$ cat src/hw/rtl/v3alu_pkg.sv
`timescale 1ns / 1ps

package v3alu_pkg;

    localparam int FRAC_BITS = 16;
    localparam int DW        = 32;
    localparam int PW        = 2 * DW;
    localparam int LANES     = 3;

    // normalize: floor(m * 2^(2F) / s) then integer square root
    localparam int DIV_STEPS = 2 * FRAC_BITS + 1;
    localparam int QW        = DIV_STEPS;
    localparam int SQ_STEPS  = FRAC_BITS + 1;
    localparam int SQ_IN_W   = 2 * SQ_STEPS;
    localparam int SQ_REM_W  = FRAC_BITS + 4;

    // result path delay from the shift/saturate stage to the output register
    localparam int DLY       = 3 * FRAC_BITS + 1;
    // clock edges from the accepting edge to the edge that samples done
    localparam int LATENCY   = 3 * FRAC_BITS + 6;

    localparam logic [DW-1:0] ONE_Q = DW'(1) << FRAC_BITS;

    typedef enum logic [2:0] {
        FN_ADD   = 3'd0,
        FN_SUB   = 3'd1,
        FN_CROSS = 3'd2,
        FN_DOT   = 3'd3,
        FN_NORM  = 3'd4
    } func_t;

    typedef struct packed {
        logic [DW-1:0] val;
        logic          ov;
    } sat_t;

    typedef struct packed {
        logic [LANES-1:0][DW-1:0] r;
        logic [DW-1:0]            sc;
        logic                     zl;
        logic                     ov;
        logic                     norm;
        logic [LANES-1:0]         neg;
    } res_t;

    function automatic sat_t sat66(input logic signed [PW+1:0] x);
        sat_t t;
        t.ov = !((&x[PW+1:DW-1]) || !(|x[PW+1:DW-1]));
        if (t.ov)
        begin
            t.val = x[PW+1] ? {1'b1, {(DW-1){1'b0}}} : {1'b0, {(DW-1){1'b1}}};
        end
        else
        begin
            t.val = x[DW-1:0];
        end
        return t;
    endfunction

endpackage

$ cat src/hw/rtl/v3alu_sqrt.sv
`timescale 1ns / 1ps

module v3alu_sqrt (
    input  logic                              clk,
    input  logic [v3alu_pkg::QW-1:0]          v,
    output logic [v3alu_pkg::SQ_STEPS-1:0]    root
);
    import v3alu_pkg::*;

    logic [SQ_IN_W-1:0]  v_reg    [SQ_STEPS];
    logic [SQ_REM_W-1:0] rem_reg  [SQ_STEPS];
    logic [SQ_STEPS-1:0] root_reg [SQ_STEPS];

    for (genvar j = 0; j < SQ_STEPS; j++)
    begin : g_step
        localparam int I = SQ_STEPS - 1 - j;
        logic [SQ_IN_W-1:0]  pv;
        logic [SQ_REM_W-1:0] prem;
        logic [SQ_STEPS-1:0] proot;
        logic [SQ_REM_W-1:0] r4;
        logic [SQ_REM_W-1:0] trial;

        if (j == 0)
        begin : g_first
            assign pv    = SQ_IN_W'(v);
            assign prem  = '0;
            assign proot = '0;
        end
        else
        begin : g_next
            assign pv    = v_reg[j-1];
            assign prem  = rem_reg[j-1];
            assign proot = root_reg[j-1];
        end

        // one result bit per stage, two radicand bits shifted in
        assign r4    = {prem[SQ_REM_W-3:0], pv[2*I+1 -: 2]};
        assign trial = SQ_REM_W'({proot, 2'b01});

        always_ff @(posedge clk)
        begin
            v_reg[j] <= pv;
            if (r4 >= trial)
            begin
                rem_reg[j]  <= r4 - trial;
                root_reg[j] <= {proot[SQ_STEPS-2:0], 1'b1};
            end
            else
            begin
                rem_reg[j]  <= r4;
                root_reg[j] <= {proot[SQ_STEPS-2:0], 1'b0};
            end
        end
    end

    assign root = root_reg[SQ_STEPS-1];

endmodule

$ cat config.mk
export PLATFORM = sky130hd
export DESIGN_NAME = v3alu_sqrt
export DESIGN_NICKNAME = d
export VERILOG_FILES = /design/src/hw/rtl/v3alu_pkg.sv /design/src/hw/rtl/v3alu_sqrt.sv
export SDC_FILE = /design/constraint.sdc
export NUM_CORES = 1
export LEC_CHECK = 0
export BUFFER_PORTS_ARGS = -buffer_cell sky130_fd_sc_hd__buf_2
export CORE_ASPECT_RATIO = 1.4
export CORE_MARGIN = 4
export CORE_UTILIZATION = 60
export CTS_CLUSTER_DIAMETER = 40
export DETAILED_ROUTE_END_ITERATION = 10
export HOLD_SLACK_MARGIN = 0.15
export PLACE_DENSITY = 0.81
export SYNTH_ARGS = -nofsm -noshare
export SYNTH_HDL_FRONTEND = slang
export SYNTH_SLANG_ARGS = --single-unit
$ cat constraint.sdc
create_clock -name clk -period 5.1 [get_ports clk]
set_input_delay 1.02 -clock clk [delete_from_list [all_inputs] [get_ports clk]]
set_output_delay 1.02 -clock clk [all_outputs]
set_load 0.005 [all_outputs]
==> results.cfg <==
[clocking]
cts_setup_buffers = 0
insertion_delay_ns = 0.63
clkSinkCount = 689
cts_hold_buf = 0
clkTransAtPathRegs_ns = 0.07
cts_root_buffer = clkbuf_16
clk_path_buf_depth = 3
htreeDepth = 2
ctsResizeCount = 0
numCtsBuffers = 60
cts_tree = built

[pwr]
clockPowerShare = 0.325
internal_power_mw = 10.3
pwr_density_cell_nw_per_um2 = 511
ir_worst_vdd_mv = 0.463
p_leak_nw = 13.1
power_frac_comb = 0.193
p_sw_frac = 0.283
p_sw_mw = 4.05
seq_power_share = 0.482

[synthesis]
ys_ff_latch = 689
syn_area_sq_um = 25100
synthFlopType = dfxtp_1
yosys-top-cells-area = dfxtp_1 (55%), ha_1 (8.5%), xnor2_1 (4.0%)
netlist_instances = 2427
synthArstFlopShare = 0
yosysSeqAreaShare = 0.551
synth_cell_types = 78
ys_warn_count = 0
yosys.area.top_type = dfxtp_1
synth_edf_count = 0
avgSynthCellArea_sq_um = 10.3
syn_nets = 2631
synth_top_area_share = 0.551

[floorplanning]
fp.dieArea_sq_um = 45100
die_h_microns = 250
die_x_microns = 181
core_area_sq_um = 41300
initial_core_util = 0.607
rows = 88
ioPinCount = 51

[cells_and_area]
largest_reg_flops = 287
num-fill-cells = 3078
antenna_cells = 0
drive_above_1_share = 0.0850
regArea_sq_um = 13800
final_core_util = 0.678
syn_to_final_growth_pct = 11.7
multi_input_area_sq_um = 10300
final_area_sq_um = 28000
layout.nets = 2709

[timing]
finalHoldViolations = 0
rsz0062_at_grt = no
finClkSkew_ns = 0.0481
setup_tns_ns = 0
setup_ws_ns = 1.74
finalCritPeriodShare = 0.660
period_minus_slack_ns = 3.36
max_freq_mhz = 297
final_max_slew_viol_count = 0
max-slew-margin-rel = 0.132
tightest_slew_ns = 1.29
hold_slack_ns = 0.312
setup_viol = 0

[route]
drtPass1Iterations = 5
drc = 0
routed_wl_mm = 47.4
via_count = 16992
wl_per_cell_microns = 15.3
drt_iter0_drc = 902
via_per_inst = 5.49
antenna_left = 0

[worst_setup_path]
crit_required_ns = 5.63
crit_fanout = 13
critical_path_arrival_ns = 3.89
cp_slowest_cell = o21ai_0
worstSetupPathType = register to register
cpPeakStageDelay_ns = 1.01
critPathCaptureType = register
cp_common_cell = o21ai_0
path_cells = inv_1 > ha_1 > nor2b_1 > o21ai_0 > a21boi_0 > o21ai_0 > nand3_1 > mux2_2
startpoint_type = register

[placed_design]
portBuffers = 50
placed_area_sq_um = 25900
gp_congestion = 0.871
dp_hpwl_mm = 34.9
place_ws_ns = 1.76

[global_routing]
antenna_found_initial = 0
grt.total_usage = 0.206
grt_max_degree = 32
grt_pass1_wl_mm = 79.1
grt_pass1_vias = 17263
grt_remaining_overflow = 0

[status]
run_status = finished, final reports clean

[job]
maxCapViolations = 0

[min_path]
hold_path.class = register to register
## synth_stat cells, types with 36 or more instances
cell and number:
a21oi_1 174, dfxtp_1 689, ha_1 170, inv_1 213, mux2_2 36, nand2_1 87
nand3_1 43, nor2_1 210, nor3_1 64, o21ai_0 90, xnor2_1 113, xor2_1 77
## path summary, 6_finish.rpt
path	start	to	slack, ns	cells after the start
worst max-delay path	root_reg[3][0]	rem_reg[4][4]	1.74	8
worst min-delay path	v_reg[0][412]	v_reg[0][446]	0.31	0
worst max register to register	root_reg[3][0]	rem_reg[4][4]	1.74	8
worst min register to register	v_reg[0][412]	v_reg[0][446]	0.31	0
## cells in the final DEF, fill, tap and decap left out, types with 7 or more instances in the layout
master	count
o21a_1	34
nand2_1	87
bufinv_16	7
clkinv_4	8
buf_2	50
inv_1	213
and3_1	8
nand4_1	30
o21ai_0	90
nand4b_1	9
dfxtp_1	689
o31a_1	8
a21o_1	32
nor2_1	210
clkbuf_1	10
nand3_1	43
xnor2_1	113
nor4_1	20
o31ai_1	14
clkbuf_8	8
nor3_1	64
clkinv_2	10
xor2_1	77
clkbuf_16	60
a31oi_1	8
and2_1	8
a21oi_1	174
ha_1	170
or4_1	11
o211ai_1	20
o21bai_1	9
nor2b_1	21
nand2b_1	31
or3_1	26
a211oi_1	26
buf_4	7
mux2_2	36
## routing by layer
metal,part of all wire,vias up,global-route usage,routed length [microns]
met5,0,-,0,0
met2,0.54,352,0.404,25600
met4,0.042,0,0.0886,1990
li1,-,8488,-,-
met3,0.031,143,0.0284,1470
met1,0.39,8009,0.216,18300
## power groups by stage
| stage | registers [mW] | clock network (mW) | logic, mW |
|---|---|---|---|
| after floorplan | 6.80 | 0 | 2.19 |
| after global placement | 6.99 | 0 | 2.60 |
| after global routing | 7.00 | 4.97 | 3.07 |
| after detailed placement | 7.01 | 0 | 2.70 |
| final | 6.89 | 4.66 | 2.75 |
| after CTS | 6.90 | 4.75 | 2.74 |
## layout make-up
type,count,share of cell area
Multi-Input combinational cell,1482,0.368
Clock buffer,78,0.0589
Clock inverter,33,0.0165
Sequential cell,689,0.493
Tap cell,540,0.0241
Timing Repair Buffer,57,0.0108
Inverter,215,0.0288
## critical path, delay by kind of cell, from the launching register on
| kind | cells | cell delay, ns |
|---|---|---|
| DFF | 1 | 0.34 |
| muxes | 1 | 0.44 |
| and+or+nand+nor | 2 | 0.76 |
| buffers and inverters | 1 | 0.05 |
| AOI/OAI and AO/OA | 3 | 1.35 |
| adders and majority gates | 1 | 0.33 |
## cell families after synthesis
group                      count (synthesis)  share of synthesized area
DFF                                      689                      0.551
buffers and inverters                    256                     0.0392
xor gates and xnor gates                 190                     0.0664
other                                      1                   0.000150
muxes                                     42                     0.0188
and+or+nand+nor                          602                      0.120
adders and majority gates                170                     0.0849
AOI/OAI and AO/OA                        477                      0.120
## stage by stage
step	cells	power [mW]
after global routing	3094	15.0
after floorplan	2427	8.99
after CTS	3094	14.4
after detailed placement	2983	9.71
after global placement	2983	9.59
final	3094	14.3
Power figures use the tool's default switching activity.
