`src/hw/rtl/v3alu_pkg.sv`:
```
`timescale 1ns / 1ps

package v3alu_pkg;

    localparam int FRAC_BITS = 16;
    localparam int DW        = 32;
    localparam int PW        = 2 * DW;
    localparam int LANES     = 3;

    // normalize: floor(m * 2^(2F) / s) then integer square root
    localparam int DIV_STEPS = 2 * FRAC_BITS + 1;
    localparam int QW        = DIV_STEPS;
    localparam int SQ_STEPS  = FRAC_BITS + 1;
    localparam int SQ_IN_W   = 2 * SQ_STEPS;
    localparam int SQ_REM_W  = FRAC_BITS + 4;

    // result path delay from the shift/saturate stage to the output register
    localparam int DLY       = 3 * FRAC_BITS + 1;
    // clock edges from the accepting edge to the edge that samples done
    localparam int LATENCY   = 3 * FRAC_BITS + 6;

    localparam logic [DW-1:0] ONE_Q = DW'(1) << FRAC_BITS;

    typedef enum logic [2:0] {
        FN_ADD   = 3'd0,
        FN_SUB   = 3'd1,
        FN_CROSS = 3'd2,
        FN_DOT   = 3'd3,
        FN_NORM  = 3'd4
    } func_t;

    typedef struct packed {
        logic [DW-1:0] val;
        logic          ov;
    } sat_t;

    typedef struct packed {
        logic [LANES-1:0][DW-1:0] r;
        logic [DW-1:0]            sc;
        logic                     zl;
        logic                     ov;
        logic                     norm;
        logic [LANES-1:0]         neg;
    } res_t;

    function automatic sat_t sat66(input logic signed [PW+1:0] x);
        sat_t t;
        t.ov = !((&x[PW+1:DW-1]) || !(|x[PW+1:DW-1]));
        if (t.ov)
        begin
            t.val = x[PW+1] ? {1'b1, {(DW-1){1'b0}}} : {1'b0, {(DW-1){1'b1}}};
        end
        else
        begin
            t.val = x[DW-1:0];
        end
        return t;
    endfunction

endpackage

```
`src/hw/rtl/v3alu_merge.sv`:
```
`timescale 1ns / 1ps

module v3alu_merge (
    input  logic                              clk,
    input  v3alu_pkg::func_t                  func,
    input  logic signed [v3alu_pkg::DW:0]     as_in [v3alu_pkg::LANES],
    input  logic [v3alu_pkg::LANES-1:0]       neg,
    input  logic signed [v3alu_pkg::PW-1:0]   p [v3alu_pkg::LANES],
    input  logic signed [v3alu_pkg::PW-1:0]   q [v3alu_pkg::LANES],
    output logic [v3alu_pkg::PW-1:0]          m [v3alu_pkg::LANES],
    output logic [v3alu_pkg::PW-1:0]          s,
    output v3alu_pkg::res_t                   res
);
    import v3alu_pkg::*;

    func_t                 func_reg;
    logic signed [DW:0]    as_reg [LANES];
    logic [LANES-1:0]      neg_reg;
    logic signed [PW:0]    d_reg [LANES];
    logic signed [PW+1:0]  sum_reg;
    res_t                  res_reg;
    res_t                  res_next;

    always_ff @(posedge clk)
    begin
        func_reg <= func;
        neg_reg  <= neg;
        for (int k = 0; k < LANES; k++)
        begin
            as_reg[k] <= as_in[k];
            d_reg[k]  <= (PW+1)'(p[k]) - (PW+1)'(q[k]);
        end
        sum_reg <= (PW+2)'(p[0]) + (PW+2)'(p[1]) + (PW+2)'(p[2]);
    end

    always_comb
    begin
        sat_t                 t;
        logic signed [PW+1:0] sh;
        res_next = '0;
        t        = '0;
        sh       = '0;
        unique case (func_reg)
            FN_ADD, FN_SUB:
            begin
                for (int k = 0; k < LANES; k++)
                begin
                    t = sat66((PW+2)'(as_reg[k]));
                    res_next.r[k] = t.val;
                    res_next.ov   = res_next.ov | t.ov;
                end
            end
            FN_CROSS:
            begin
                for (int k = 0; k < LANES; k++)
                begin
                    sh = (PW+2)'(d_reg[k]) >>> FRAC_BITS;
                    t  = sat66(sh);
                    res_next.r[k] = t.val;
                    res_next.ov   = res_next.ov | t.ov;
                end
            end
            FN_DOT:
            begin
                sh = sum_reg >>> FRAC_BITS;
                t  = sat66(sh);
                res_next.sc = t.val;
                res_next.ov = t.ov;
            end
            FN_NORM:
            begin
                res_next.norm = 1'b1;
                res_next.neg  = neg_reg;
                res_next.zl   = (sum_reg[PW-1:0] == '0);
                if (res_next.zl)
                begin
                    for (int k = 0; k < LANES; k++)
                    begin
                        res_next.r[k] = ONE_Q;
                    end
                end
            end
            default:
            begin
            end
        endcase
    end

    always_ff @(posedge clk)
    begin
        res_reg <= res_next;
    end

    // squares sit in d with q forced to zero
    always_comb
    begin
        for (int k = 0; k < LANES; k++)
        begin
            m[k] = d_reg[k][PW-1:0];
        end
    end

    assign s   = sum_reg[PW-1:0];
    assign res = res_reg;

endmodule

```
`config.mk`:
```
export PLATFORM = sky130hd
export DESIGN_NAME = v3alu_merge
export DESIGN_NICKNAME = d
export VERILOG_FILES = /design/src/hw/rtl/v3alu_pkg.sv /design/src/hw/rtl/v3alu_merge.sv
export SDC_FILE = /design/constraint.sdc
export NUM_CORES = 1
export LEC_CHECK = 0
export ABC_CLOCK_PERIOD_IN_PS = 4700
export BUFFER_PORTS_ARGS = -buffer_cell sky130_fd_sc_hd__buf_4
export CAP_MARGIN = 15
export CORE_AREA = 2 2 346 348
export CTS_CLUSTER_SIZE = 20
export DETAILED_ROUTE_END_ITERATION = 10
export DIE_AREA = 0 0 348 350
export PLACE_DENSITY_LB_ADDON = 0.15
export SYNTH_ARGS = -nofsm -noshare
export SYNTH_HDL_FRONTEND = slang
export SYNTH_SLANG_ARGS = --single-unit
```
`constraint.sdc`:
```
create_clock -name clk -period 4.7 [get_ports clk]
set_clock_uncertainty 0.1 [all_clocks]
set_input_delay 0 -clock clk [delete_from_list [all_inputs] [get_ports clk]]
set_output_delay 0 -clock clk [all_outputs]
set_load 0.02 [all_outputs]
```
==> metrics.txt, run 1 <==
Synth Flop Type=dfxtp_1; antenna-violating nets left=0; Setup-failing EPs final=0; die area=122000 sq um; GR Util All Layers=24.7%; max FFs per register=195; Worst-path clk slew=0.05 ns; Slew Viols, Final=0; status=finished, final reports clean; vias in the first global route=31715; crit end category=register; IO buf count=879; grt ovf=0; # DRC=0; TritonCTS clock tree=built; Switch Pwr=7.02 mW; Die X=348 um; Detailed Routing Iterations Pass 1=6; Post-synth EDFFs=0; WP data required=5.11 ns; Peak Freq=0.218 GHz; WL/cell=24.0 um; RSZ-0062 raised after global routing=no; critical path cell sequence=dlygate4sd3_1 > buf_4 > ha_1 > dlygate4sd3_1 > a21oi_1 > o21ai_0 > a221oi_2 > a21bo_2 > o21ai_1 > buf_4 > a21oi_1 > o31ai_1 > a21oi_1 > o21ai_0 > xor2_1 > dlygate4sd3_1; share of layout cells above drive strength 1=21.6%; CP max stage delay=0.62 ns; period utilization=97.5%; die height=350 um; Syn Inst Count=3555; root buf cell=clkbuf_16; CTS sink count=500; FF+latch count, synth=500; Max clock buf depth=3; IO Count=880; startpoint types=input pin; WP data arrival=4.99 ns; iteration-0 DRC count of the detailed router=2024; crit path time final=4.58 ns; Pwr per Cell Area=400 nW/um^2; Hold Crit Class=input pin to register; final core utilization=40.1%; routability cong.=0.957; worst-margin pin slew=1.09 ns; Mapped Area=30600 sq um; Setup Total Neg Slack=0 ns; register share of total power=31.3%; Placement Rows=126; r2r setup slk=1.32 ns; Avg Vias per Cell=4.83; Buf/Inv on CP=5; Starting Density=25.9%; Max VDD drop=290 uV; asr flop ratio synth=0%; Layout area overhead=54.6%; Rel. slew slack=27.1%; Core Region=118000 sq um; Ys Warns=0; endpoints failing hold=0; Final nets=5740; Internal Power=11.9 mW; largest net degree at the start of global routing=34; Setup CP Type=input pin to register; Leakage=21.7 nW; final wirelength=157000 um; post-synth cell types=81; Final HPWL DP=128000 um; CP top delay family=compound AO/OA/AOI/OAI gates; Fill cells=12038; total CTS buffers=67; via count=31542; Mapped Nets=4375; Worst-Skew Late Latency=0.63 ns; first-pass GRT wire length=220000 um; Comb pwr share=38.7%; initial antenna violation count=35; Max Cap Violations=0; slowest CP cell=dlygate4sd3_1; Clk network pwr share=30.1%; maximum fanout along the worst path=4; switching share of power=37.2%; syn_area_per_cell=8.60 sq um; post-synthesis sequential area ratio=32.8%; Max H-tree Level=3
-- repair_timing --
item,CTS,global route
hold buffers,768,0
setup endpoints to repair,0,14
resized for setup,0,9
buffers inserted,0,1
hold endpoints to repair,347,0
-- cells in the final DEF, fill, tap and decap left out, types with 8 or more instances in the layout --
master,n
nor3_1,40
o22ai_1,97
buf_4,919
a21o_1,114
and4_1,9
inv_1,282
or3_1,11
a21oi_1,353
o21a_1,64
a31oi_1,32
clkbuf_8,16
a21boi_0,9
nor2_1,206
o21ai_0,158
dlygate4sd3_1,768
nor4_1,34
o21bai_1,49
and2_1,12
o211ai_1,13
xnor2_1,151
bufinv_16,10
ha_1,261
nor2b_1,87
a211oi_1,19
nand2_1,178
and3_1,20
fa_1,68
nand3_1,48
nand4_1,83
diode_2,19
clkbuf_1,8
dfxtp_1,500
nand2b_1,34
o31ai_1,14
xor2_1,83
a221oi_1,10
o21ai_1,8
clkbuf_16,68
-- synth_stat cells (11+ instances only) --
cell type,instances,area share [%]
nand4_1,83,1.7
a21oi_1,358,5.9
a221oi_1,11,0.32
nor2_1,208,2.6
ha_1,262,11
o21bai_1,49,1.2
o31ai_1,15,0.37
xor2_1,83,2.4
o211ai_1,13,0.32
nor2b_1,87,1.8
a211oi_1,19,0.47
nand2b_1,35,0.72
clkbuf_1,130,1.6
fa_1,68,4.5
nor3_1,40,0.66
and2_1,12,0.25
buf_4,256,6.3
xnor2_1,151,4.3
a21o_1,114,2.8
o21ai_0,160,2.6
nor4_1,34,0.70
inv_1,282,3.5
a31oi_1,34,0.70
dfxtp_1,500,33
nand2_1,178,2.2
and3_1,20,0.41
or3_1,11,0.23
o22ai_1,97,2.0
nand3_1,48,0.79
o21a_1,64,1.6
-- routing by layer --
metal	part of all wire, %	wire (um)	global-route usage (%)	up-vias
met5	0.10	160	0	-
met4	3.7	5840	9.52	22
met3	6.3	9820	5.28	260
met2	47	73800	41.4	1131
met1	43	67200	30.9	15181
li1	-	-	-	14948
-- logic make-up after synthesis --
kind of cell | synth area share [%]
DFF | 32.8
muxes | 0.0655
buffers and inverters | 11.4
xor gates and xnor gates | 6.71
AOI/OAI and AO/OA | 21.1
adders and majority gates | 15.2
and+or+nand+nor | 12.7
-- final cells by class --
| type | count | area [sq um] | area share (%) |
|---|---|---|---|
| flip-flops and latches | 500 | 10000 | 21.2 |
| clock buffers | 92 | 1950 | 4.13 |
| repair buffers | 1687 | 14600 | 30.9 |
| well taps | 1536 | 1920 | 4.07 |
| multi-input cells | 2382 | 17200 | 36.4 |
| clock inverters | 26 | 475 | 1.01 |
| inverters | 282 | 1060 | 2.24 |
| diodes | 19 | 47.5 | 0.101 |
-- power by group through the flow --
stage | clock, mW | combinational [mW] | sequential (mW)
5_1_grt | 5.97 | 7.77 | 5.99
4_1_cts | 5.83 | 7.28 | 5.91
2_1_floorplan | 0 | 4.24 | 5.60
3_5_place_dp | 0 | 6.30 | 5.98
6_report | 5.68 | 7.30 | 5.91
3_3_place_gp | 0 | 6.35 | 6.00
-- worst reg2reg max path, stage by stage, from the launching register on --
cell	delay [ns]
dfxtp_1	0.34
nor4_1	0.56
nand4_1	0.20
or4_1	0.48
o21ai_4	0.60
nor2_4	0.03
buf_4	0.31
a21oi_1	0.48
o22ai_1	0.13
-- metrics by stage --
stage	setup slack, ns	power (mW)	hold WS (ns)	cells	cell area [sq um]
finish	0.116	18.9	0.0528	6524	47200
global route	0.0154	19.7	0.0444	6519	47200
CTS	0.0708	19.0	0.000514	6504	47200
detailed placement	0.377	12.3	0.00558	5618	37000
global placement	0.387	12.3	0.00493	5618	37000
floorplan	1.24	9.84	-0.0723	3555	30600
-- path summary, 6_finish.rpt --
check                                endpoint          start  cells after the start
worst max-delay path             d_reg[0][51]         p[138]                     16
worst min-delay path            d_reg[0][157]          q[27]                      4
worst max register to register       res[102]  d_reg[0][185]                      8
worst min register to register         res[2]     neg_reg[2]                      1
No activity file was read; power rests on OpenSTA's default activity.
==> run 2, diff against run 1 <==
BUFFER_PORTS_ARGS = -buffer_cell sky130_fd_sc_hd__clkbuf_2   (was -buffer_cell sky130_fd_sc_hd__buf_4)
CORE_AREA = 2 2 344 346   (was 2 2 346 348)
DIE_AREA = 0 0 346 348   (was 0 0 348 350)
GPL_TIMING_DRIVEN = 0   (was unset)
==> metrics.txt, run 2 (same netlist as run 1, synthesis figures left out) <==
Max Cap Violations=0 (unchanged); Setup Total Neg Slack=0 ns (unchanged); most frequent cells in the layout=880 x clkbuf_2, 780 x dlygate4sd3_1, 500 x dfxtp_1; worst reg2reg startpoint=d_reg[0][185]; Final HPWL DP=129000 um (+0.67%); initial antenna violation count=39 (+11%); Slew Viols, Final=0 (unchanged); Hold Path Stages=6 (+2); Leakage=22.5 nW (+3.6%); IO Count=880 (unchanged); final wirelength=156000 um (-0.64%); CP max stage delay=0.74 ns (+0.12 ns); Setup-failing EPs final=0 (unchanged); Rel. slew slack=30.3% (+3.2 points); CTS sink count=500 (unchanged); WL/cell=22.6 um (-6.1%); worst-margin pin slew=1.05 ns (-0.0442 ns); pre-CTS WS=-0.417 ns (-0.794 ns); Starting Density=26.1% (+0.17 points); status=finished, final reports clean; Final Worst Setup Slack=0.0642 ns (-0.0517 ns); commonest non-fill, non-tap cell in the layout=clkbuf_2; crit end category=register; Peak Freq=0.216 GHz (-1.1%); die area=120000 sq um (-1.1%); GR Util All Layers=24.9% (+0.19 points); Placement Rows=126 (unchanged); Max clock buf depth=3 (unchanged); grt ovf=0 (unchanged); slowest CP cell=a31oi_1; Setup CP Type=input pin to register; WP data arrival=5.12 ns (+0.13 ns); via count=32543 (+3.2%); HP Start=p[36]; antenna-violating nets left=0 (unchanged); maximum fanout along the worst path=4 (unchanged); Detailed Routing Iterations Pass 1=7 (+1); Max VDD drop=252 uV (-13%); critical path cell sequence=dlygate4sd3_1 > clkbuf_2 > ha_1 > dlygate4sd3_1 > a21oi_1 > inv_1 > a21oi_1 > nand4b_1 > a31oi_1 > o311a_1 > o221ai_1 > a21o_1 > a221o_1 > a221oi_2 > xnor2_1 > dlygate4sd3_1; Worst-Skew Late Latency=0.65 ns (+0.02 ns); crit path time final=4.64 ns (+0.0517 ns); period utilization=98.6% (+1.1 points); total CTS buffers=69 (+3.0%); max FFs per register=195 (unchanged); RR Endpoint=res[119]; WHS Endpoint=d_reg[0][167]; most used cell, CP=dlygate4sd3_1; Final nets=6113 (+6.5%); Max H-tree Level=3 (unchanged); Hold Crit Class=input pin to register; Avg Vias per Cell=4.71 (-2.5%); R2R cell count=8 (unchanged); first-pass GRT wire length=220000 um (about the same); TritonCTS clock tree=built; Pwr per Cell Area=405 nW/um^2 (+1.3%); Die X=346 um (-0.57%); WP data required=5.19 ns (+0.08 ns); # DRC=0 (unchanged); Worst-path clk slew=0.06 ns (about the same); r2r setup slk=1.06 ns (-0.26 ns); endpoints failing hold=0 (unchanged); die height=348 um (-0.57%); IO buf count=879 (unchanged); root buf cell=clkbuf_16; share of layout cells above drive strength 1=24.4% (+2.9 points); RSZ-0062 raised after global routing=no; iteration-0 DRC count of the detailed router=1746 (-14%); routability cong.=0.940 (-1.8%); startpoint types=input pin; largest net degree at the start of global routing=14 (-59%); vias in the first global route=32755 (+3.3%); Core Region=117000 sq um (-0.67%); Layout area overhead=55.0%
[run 2: changes by cell type in the layout (fill, tap and decap cells not counted), moves of 4 or more]
cell,delta
clkinv_2,+7
clkbuf_8,-4
buf_4,-661
inv_6,+4
clkbuf_1,+128
clkbuf_2,+880
dlygate4sd3_1,+12
[run 2: layer usage]
layer	wire length [um]	vias to the layer above	part of all wire, %	track usage, %
li1	-	15680	-	-
met1	67000	15515	43	31.2
met2	74400	1095	48	42.4
met3	9150	233	5.9	5.16
met4	5150	20	3.3	8.29
met5	137	-	0.088	0
[run 2: worst max-delay path by stage]
stage                      start       endpoint  slack, ns  cells after the start
after floorplan             p[1]    sum_reg[61]       1.24                     14
after global placement     p[64]  d_reg[0][125]      -0.47                     15
after detailed placement   p[64]  d_reg[0][125]      -0.42                     15
after CTS                  p[94]  d_reg[0][124]       0.01                     16
after global routing      p[143]   d_reg[0][42]      0.002                     16
final                     p[143]   d_reg[0][42]       0.06                     16
[run 2: critical path: cells and delay by family]
| kind | cells | cell delay [ns] |
|---|---|---|
| xor+xnor | 1 | 0.13 |
| fa+ha+maj | 1 | 0.35 |
| simple gates | 1 | 0.18 |
| compound gates | 8 | 2.52 |
| buf+inv | 5 | 1.94 |
[run 2: layout make-up]
class                           instances  area, sq um
Antenna cell                           20         50.0
Buffer                                391         2430
Clock buffer                           88         1940
Clock inverter                         40          531
Fill cell                           12200        69600
Inverter                              282         1060
Multi-Input combinational cell       2382        17100
Sequential cell                       500        10000
Tap cell                             1536         1920
Timing Repair Buffer                 1667        12300
[run 2: repair_timing]
| item | in CTS | in global routing |
|---|---|---|
| setup buffers | 0 | 1 |
| hold buffers | 780 | 0 |
| endpoints found under the hold margin | 334 | 0 |
| setup endpoints to repair | 0 | 28 |
| gates resized for setup | 0 | 19 |
[run 2: through the flow]
step / instances / total power [mW] / instance area (sq um) / hold WS (ns) / util (%)
after floorplan: 3555 / 9.84 / 30600 / -0.0723 / -
after global placement: 5970 / 12.6 / 36900 / 0.00305 / 31.5
after detailed placement: 5977 / 12.5 / 37000 / 0.00392 / 31.6
after CTS: 6885 / 19.3 / 47200 / 0.000866 / 40.4
after global routing: 6900 / 20.1 / 47400 / 0.0156 / 40.5
final: 6906 / 19.2 / 47400 / 0.0281 / 40.5
[run 2: where the power goes]
group	internal [mW]	switching [mW]	total (mW)	leakage, nW
sequential	5.06	0.824	5.89	4.19
combinational	3.46	4.09	7.55	17.0
clock	3.46	2.28	5.74	1.22
total	12.0	7.19	19.2	22.5
